## src/rtl/rqlm_pkg.sv

```systemverilog
// Shared types and constants of the run queue latency monitor.
`timescale 1ns / 1ps

package rqlm_pkg;

    // Pending-wakeup table geometry.
    localparam int TABLE_ENTRIES = 1024;
    localparam int IDX_W         = $clog2(TABLE_ENTRIES);
    localparam int CNT_W         = $clog2(TABLE_ENTRIES + 1);

    // Field widths.
    localparam int ID_W   = 22;
    localparam int TIME_W = 64;
    localparam int CPU_W  = 8;
    localparam int LAT_W  = 55;
    localparam int MIN_W  = 32;

    // Configuration port.
    localparam int CFG_IDX_W  = 2;
    localparam int CFG_DATA_W = 32;
    localparam logic [CFG_IDX_W-1:0] CFG_MIN_LATENCY = CFG_IDX_W'(0);
    localparam logic [CFG_IDX_W-1:0] CFG_TARGET_TASK = CFG_IDX_W'(1);

    // Event kinds.
    localparam logic MODE_WAKEUP = 1'b0;
    localparam logic MODE_SWITCH = 1'b1;

    // Nanosecond to microsecond conversion by reciprocal multiplication.
    // One thousand is eight times 125: the dividend is shifted down by three
    // and multiplied by the rounded-up reciprocal of 125 scaled by 2^68, and
    // the product from bit 68 up is the exact quotient for any dividend
    // below 2^61.
    localparam int NS_PER_US    = 1000;
    localparam int DIV_PRESHIFT = 3;
    localparam int DIV_DENOM    = NS_PER_US >> DIV_PRESHIFT;
    localparam int DIV_SHIFT    = 68;
    localparam logic [63:0] DIV_RECIP =
        64'(((128'd1 << DIV_SHIFT) + 128'(DIV_DENOM - 1)) / 128'(DIV_DENOM));

    // Command queue between front and back.
    localparam int CMDQ_DEPTH = 2;
    localparam int CMDQ_PTR_W = $clog2(CMDQ_DEPTH);
    localparam int CMDQ_CNT_W = $clog2(CMDQ_DEPTH + 1);

    typedef struct packed {
        logic              mode;
        logic [ID_W-1:0]   task_id;
        logic [ID_W-1:0]   outgoing_id;
        logic              outgoing_runnable;
        logic [TIME_W-1:0] now_ns;
        logic [CPU_W-1:0]  cpu_index;
    } t_in_item;

    typedef struct packed {
        logic [CPU_W-1:0] cpu_out;
        logic [ID_W-1:0]  incoming_out;
        logic [ID_W-1:0]  outgoing_out;
        logic [LAT_W-1:0] latency_us;
    } t_out_item;

    // Classified work for the back end.
    typedef struct packed {
        logic              do_rec;
        logic [ID_W-1:0]   rec_id;
        logic              do_look;
        logic [ID_W-1:0]   look_id;
        logic [ID_W-1:0]   outgoing_id;
        logic [TIME_W-1:0] now_ns;
        logic [CPU_W-1:0]  cpu_index;
    } t_cmd;

    // One word of the table memory.
    typedef struct packed {
        logic              valid;
        logic [ID_W-1:0]   key;
        logic [TIME_W-1:0] stamp;
    } t_entry;

endpackage

```

## src/rtl/rqlm_front.sv

```systemverilog
// Front end: accepts events, applies the record filter and queues commands.
`timescale 1ns / 1ps

module rqlm_front
    import rqlm_pkg::*;
(
    input  logic            i_clk,
    input  logic            i_rst_n,
    input  logic            i_valid,
    output logic            o_stall,
    input  t_in_item        i_data,
    input  logic [ID_W-1:0] i_target_task,
    output logic            o_cmd_valid,
    input  logic            i_cmd_ready,
    output t_cmd            o_cmd
);

    t_cmd                  w_cmd;
    logic                  w_push;
    logic                  w_pop;
    logic [CMDQ_PTR_W-1:0] r_wr_ptr;
    logic [CMDQ_PTR_W-1:0] n_wr_ptr;
    logic [CMDQ_PTR_W-1:0] r_rd_ptr;
    logic [CMDQ_PTR_W-1:0] n_rd_ptr;
    logic [CMDQ_CNT_W-1:0] r_fill;
    logic [CMDQ_CNT_W-1:0] n_fill;
    t_cmd                  r_q [CMDQ_DEPTH];

    // Id zero is never tracked; a nonzero target restricts tracking to one id.
    function automatic logic may_record(input logic [ID_W-1:0] id,
                                        input logic [ID_W-1:0] target);
        return (id != '0) && ((target == '0) || (target == id));
    endfunction

    function automatic logic [CMDQ_PTR_W-1:0] ptr_inc(input logic [CMDQ_PTR_W-1:0] p);
        return (p == CMDQ_PTR_W'(CMDQ_DEPTH - 1)) ? '0 : p + CMDQ_PTR_W'(1);
    endfunction

    always_comb begin
        w_cmd.now_ns      = i_data.now_ns;
        w_cmd.cpu_index   = i_data.cpu_index;
        w_cmd.outgoing_id = i_data.outgoing_id;
        w_cmd.look_id     = i_data.task_id;
        if (i_data.mode == MODE_SWITCH) begin
            w_cmd.do_rec  = i_data.outgoing_runnable
                            && may_record(i_data.outgoing_id, i_target_task);
            w_cmd.rec_id  = i_data.outgoing_id;
            w_cmd.do_look = (i_data.task_id != '0);
        end else begin
            w_cmd.do_rec  = may_record(i_data.task_id, i_target_task);
            w_cmd.rec_id  = i_data.task_id;
            w_cmd.do_look = 1'b0;
        end
    end

    assign o_stall     = (r_fill == CMDQ_CNT_W'(CMDQ_DEPTH));
    assign o_cmd_valid = (r_fill != '0);
    assign o_cmd       = r_q[r_rd_ptr];

    // Events that leave nothing to do are taken and dropped here.
    assign w_push = i_valid && !o_stall && (w_cmd.do_rec || w_cmd.do_look);
    assign w_pop  = o_cmd_valid && i_cmd_ready;

    always_comb begin
        n_wr_ptr = w_push ? ptr_inc(r_wr_ptr) : r_wr_ptr;
        n_rd_ptr = w_pop ? ptr_inc(r_rd_ptr) : r_rd_ptr;
        n_fill   = r_fill;
        if (w_push && !w_pop) begin
            n_fill = r_fill + CMDQ_CNT_W'(1);
        end else if (!w_push && w_pop) begin
            n_fill = r_fill - CMDQ_CNT_W'(1);
        end
    end

    always_ff @(posedge i_clk) begin
        if (!i_rst_n) begin
            r_wr_ptr <= '0;
            r_rd_ptr <= '0;
            r_fill   <= '0;
        end else begin
            r_wr_ptr <= n_wr_ptr;
            r_rd_ptr <= n_rd_ptr;
            r_fill   <= n_fill;
        end
    end

    always_ff @(posedge i_clk) begin
        if (w_push) begin
            r_q[r_wr_ptr] <= w_cmd;
        end
    end

endmodule

```

## config.mk

```make
export PLATFORM = sky130hd
export DESIGN_NAME = rqlm_front
export DESIGN_NICKNAME = d
export VERILOG_FILES = /design/src/rtl/rqlm_pkg.sv /design/src/rtl/rqlm_front.sv
export SDC_FILE = /design/constraint.sdc
export NUM_CORES = 1
export LEC_CHECK = 0
export ABC_CLOCK_PERIOD_IN_PS = 18300
export BUFFER_PORTS_ARGS = -buffer_cell sky130_fd_sc_hd__buf_2
export CAP_MARGIN = 0
export CORE_ASPECT_RATIO = 0.7
export CORE_MARGIN = 3
export CORE_UTILIZATION = 47
export DETAILED_ROUTE_END_ITERATION = 10
export MAX_ROUTING_LAYER = met4
export PLACE_DENSITY = 0.74
export SLEW_MARGIN = 30
export SYNTH_ARGS = -nofsm -noshare
export SYNTH_HDL_FRONTEND = slang
export SYNTH_SLANG_ARGS = --single-unit
```

## constraint.sdc

```tcl
create_clock -name i_clk -period 18.3 [get_ports i_clk]
set_input_delay 3.66 -clock i_clk [delete_from_list [all_inputs] [get_ports i_clk]]
set_output_delay 3.66 -clock i_clk [all_outputs]
set_load 0.01 [all_outputs]
```

# --- Yosys cells after proc, flatten, opt, wreduce, memory -nomap -nowiden ---
# Memories as Yosys holds them, arrays and structs flattened. A register that Yosys moved wholly into a read port is not among the register bits.
# Index checks and enable logic that the tools add are counted.
op_classes:
  reduce_logical: 19
  n_eq_ne: 3
  n_mux: 9
  addsub: 4
ops:
  columns: ["op", "n"]
  rows:
  - ["22-bit == test", 2]
  - ["22-bit nonzero test", 2]
  - ["24-bit two-way mux", 1]
  - ["22-bit zero test", 1]
  - ["1-bit logical AND", 8]
  - ["1-bit two-way mux", 6]
  - ["2-bit two-way mux", 2]
  - ["2-bit nonzero test", 2]
  - ["1-bit zero test", 3]
  - ["1-bit logical OR", 3]
  - ["1-bit adder, second input constant", 2]
  - ["2-bit by 1-bit adder with 2-bit output, second input constant", 1]
  - ["2-bit == test, second input constant", 1]
  - ["2-bit by 1-bit subtractor with 2-bit output, second input constant", 1]
totals:
  out_inout_bits: 142
  n_memories: 1
  elab_cells: 39
  ram_bits: 280
  reg_bits: 4
memory_table:
  columns: ["memory", "depth", "word_bits", "read_ports", "rd_clocked_by_memory_dff", "wr", "line_no", "source"]
  rows:
  - ["r_q", 2, 140, 1, 1, 1, "rqlm_front.sv:27", "t_cmd r_q [CMDQ_DEPTH];"]

# --- Depth between registers and ports, before layout ---
logic_depth:
  ltp_word: 11
  depth_mapped: 11

# --- Worst setup path before layout ---
# No wires, ideal clock.
synth_timing:
  kind: "input to register"
  from: "input port i_data[117] (netlist bit)"
  to: "memory r_q[0][0] (netlist bit) (enable)"
  arrival_time_ns: 15.972
  setup_ns: 0.890
  path_stages: 5
  setup_slack_ns: 1.437
  required_time_ns: 17.410
  n_path_buf: 1
  path_cell_list: "clkbuf_1 -> or4_2 -> nor3_1 -> nor2_1 -> a311oi_1"
synth_between:
  elab_chain_len: 5
synth_lines:
  columns: ["element", "line_no", "source"]
  rows:
  - ["from (decl)", "rqlm_front.sv:11", "input t_in_item i_data,"]
  - ["24-bit two-way mux", "rqlm_front.sv:44", "if (i_data.mode == MODE_SWITCH) begin"]
  - ["1-bit logical OR", "rqlm_front.sv:61", "assign w_push = i_valid && !o_stall && (w_cmd.do_rec || w_cmd.do_look);"]
  - ["1-bit logical AND", "rqlm_front.sv:61", null]
  - ["1-bit two-way mux", "rqlm_front.sv:88", "if (w_push) begin"]
  - ["1-bit two-way mux (implied by the code)", "rqlm_front.sv:89", "r_q[r_wr_ptr] <= w_cmd;"]
  - ["to (decl)", "rqlm_front.sv:27", null]
# No other way between the ends.

# --- Worst setup path in the final report ---
layout_timing:
  from: "input port i_data[117] (netlist bit)"
  to: "memory r_q[1][25] (netlist bit) (enable)"
# The elaborated chain is that of the path after synthesis.

==> metrics.cfg <==
[place]
post-place-ws_ns = 11.59
hpwl_um = 17600
port_buffers = 285
place_congestion = 0.820
dp_cells = 1169

[timing]
rsz0062_at_grt = false
setup_slack_ns = 12.13
fin_crit_sh_pct = 33.7
drv_slew = 0
tightest_slew_ns = 0.919
setup_viol = 0
finalHoldViolCount = 0
fin_skew_ns = 0.0175
tns_ns = 0
post-route-min-period_ns = 6.17
fmax_mhz = 162
hold_slack_ns = 0.529
max_slew_margin_pct = 38.7

[cts]
clk_latency_ns = 0.55
hold_buffers = 0
path_clk_slew_ns = 0.07
cts_resized = 0
post_cts_buffers = 0
htreeDepth = 1
cts_max_path_buffers = 3
cts_tree = yes
cts-root-buf = clkbuf_16
cts_made_buffers = 27
clkSinkCount = 285

[yosys]
synth_top_area_share_pct = 74.5
synth_fp_nets = 730
avgSynthCellArea_sq_um = 19.3
yosysSeqAreaShare_pct = 75.4
netlist.top_cell.by_area = edfxtp_1
synth.cell_area_sq_mm = 0.0113
yosys-top-cells-area = edfxtp_1, mux2_2, xor2_1
yosys.cell_types.count = 33
synth.ff_latch_count = 285
yosys_warnings = 0
syn_inst = 585

[floorplan]
die_area_sq_mm = 0.0259
die_h_um = 136
rows = 46
die_w_um = 191
io_pins = 286
start_util_pct = 48.8
fp.coreArea_sq_mm = 0.0231

[worst_setup_path]
r2r_setup_slack_ns = 16.05
cp-start-kind = input port
critical_path_arrival_ns = 6.33
cp_slowest_cell = or4_2
reg2reg_to = r_q[1][25]
path_buf_inv = 2
cp_top_family = simple AND/OR/NAND/NOR gates
r2r_cells = 3
path_cells = buf_2 -> or4_2 -> nor3_1 -> nor2_1 -> a311oi_4 -> buf_4
r2r-start = r_fill[0]
critical_path_class = input port to flip-flop
end_kind = flip-flop
worstPathMaxFanout = 64
critPathMaxStageDelay_ns = 0.77
critPathRequiredTime_ns = 18.46

[drt]
drtAntennaViolNets = 0
drt_iter0_markers = 474
drt_first_pass_iters = 5
drt-total-wl_um = 25800
drc_errors = 0
vias = 6350
wl_per_cell_um = 21.0
viasPerCell = 5.18

[power_and_ir_drop]
p_per_area_mw_per_mm2 = 128
p_total_uw = 1810
leakagePower_uw = 0.00510
irDropWorstVdd_mv = 0.0968

[job]
drv_cap = 0

[global_route]
grt_pass1_wl_um = 38300
antenna_found_initial = 6
grt_max_degree = 77
track_usage_pct = 20.1
grt.overflow.total = 0
grt_pass1_vias = 6609

[layout]
multi_input_area_sq_mm = 0.00273
seq_area_sq_mm = 0.00851
final_cells = 1225
most-common-layout-cells = buf_2, edfxtp_1, mux2_2
synthToLayoutAreaGrowth_pct = 24.8
n_fill_cell = 1772
layout-drive-gt1-share_pct = 55.3
mostFrequentLayoutCell = buf_2
nets = 1031

[worst_hold_path]
whs_path_depth = 2
min-delay-start = r_fill[1]
worst_hold_path_type = flip-flop to flip-flop
holdPathEnd = r_fill[1]

[status]
status = finished, final reports clean

power breakdown:
part | total [uW] | internal, uW | switching [uW]
Combinational | 416 | 192 | 224
Sequential | 802 | 784 | 17.9
Clock | 592 | 359 | 232
cell usage after synthesis:
cell type and instances:
o211ai_2 1, ha_1 1, a31oi_1 1, nand2_1 6, and2_1 3, o21ba_2 1, nand4b_2 1, buf_1 4
nand3b_1 1, xnor2_1 22, and4_1 1, mux2_2 162, xor2_1 25, nor4_4 1, nand3_1 2, nor2_1 4
nor3_1 4, inv_1 3, or4_4 1, or3_1 1, or4b_1 1, dfxtp_1 5, or4_1 1, o22ai_1 1
a21boi_0 1, nand4_1 8, or2_2 2, clkbuf_1 15, nor4_1 19, edfxtp_1 280, a311oi_1 2, or4_2 1
o21ai_0 4
state kept, by name (all words and copies together), names as in the netlist, named ones only:
name / cells
r_fill: 2
r_q: 280
r_wr_ptr: 1
r_rd_ptr: 1
per-stage QoR:
stage / util [%] / area [sq um]
2_1_floorplan: - / 11300
3_3_place_gp: 56.7 / 13100
3_5_place_dp: 56.7 / 13100
4_1_cts: 60.8 / 14100
5_1_grt: 60.9 / 14100
6_report: 60.9 / 14100
per-layer routing:
metal / GRT usage, % / part of all wire, % / vias up
met5: - / 0 / -
met4: 4.20 / 2.0 / 0
met3: 5.92 / 9.5 / 39
met2: 30.5 / 45 / 265
met1: 27.2 / 43 / 3120
li1: - / - / 2926
kinds of logic (layout without fill, tap and decap cells):
family	Yosys count	in the layout	share of synthesized area (%)
other cells	0	6	0
xor+xnor	47	47	3.65
compound gates	11	11	0.710
fa+ha+maj	1	1	0.111
mux	162	162	16.2
buf+inv	22	344	0.732
simple gates	57	57	3.23
flops	285	285	75.4
cell type report:
| cell class | count | share of cell area, % |
|---|---|---|
| Tap cell | 312 | 2.77 |
| Timing Repair Buffer | 291 | 10.5 |
| Multi-Input combinational cell | 278 | 19.4 |
| Antenna cell | 6 | 0.107 |
| Sequential cell | 285 | 60.4 |
| Clock buffer | 35 | 5.01 |
| Clock inverter | 15 | 1.74 |
| Inverter | 3 | 0.0799 |
worst register-to-register path, delay by kind of cell, from the launching register on:
kind	cells	cell delay, ns
buffers and inverters	1	0.72
AOI/OAI and AO/OA	2	0.62
DFF	1	0.43
worst max path at each step:
stage	start	end	slack [ns]	cells after the start
after global placement	i_data[117]	r_q[1][40]	11.53	6
after CTS	i_data[117]	r_q[1][46]	12.16	6
final	i_data[117]	r_q[1][25]	12.13	6
after floorplan	i_data[117]	r_q[0][0]	1.44	5
after global routing	i_data[117]	r_q[0][47]	11.94	6
after detailed placement	i_data[117]	r_q[1][19]	11.59	6
(Power assumes the default switching activity.)
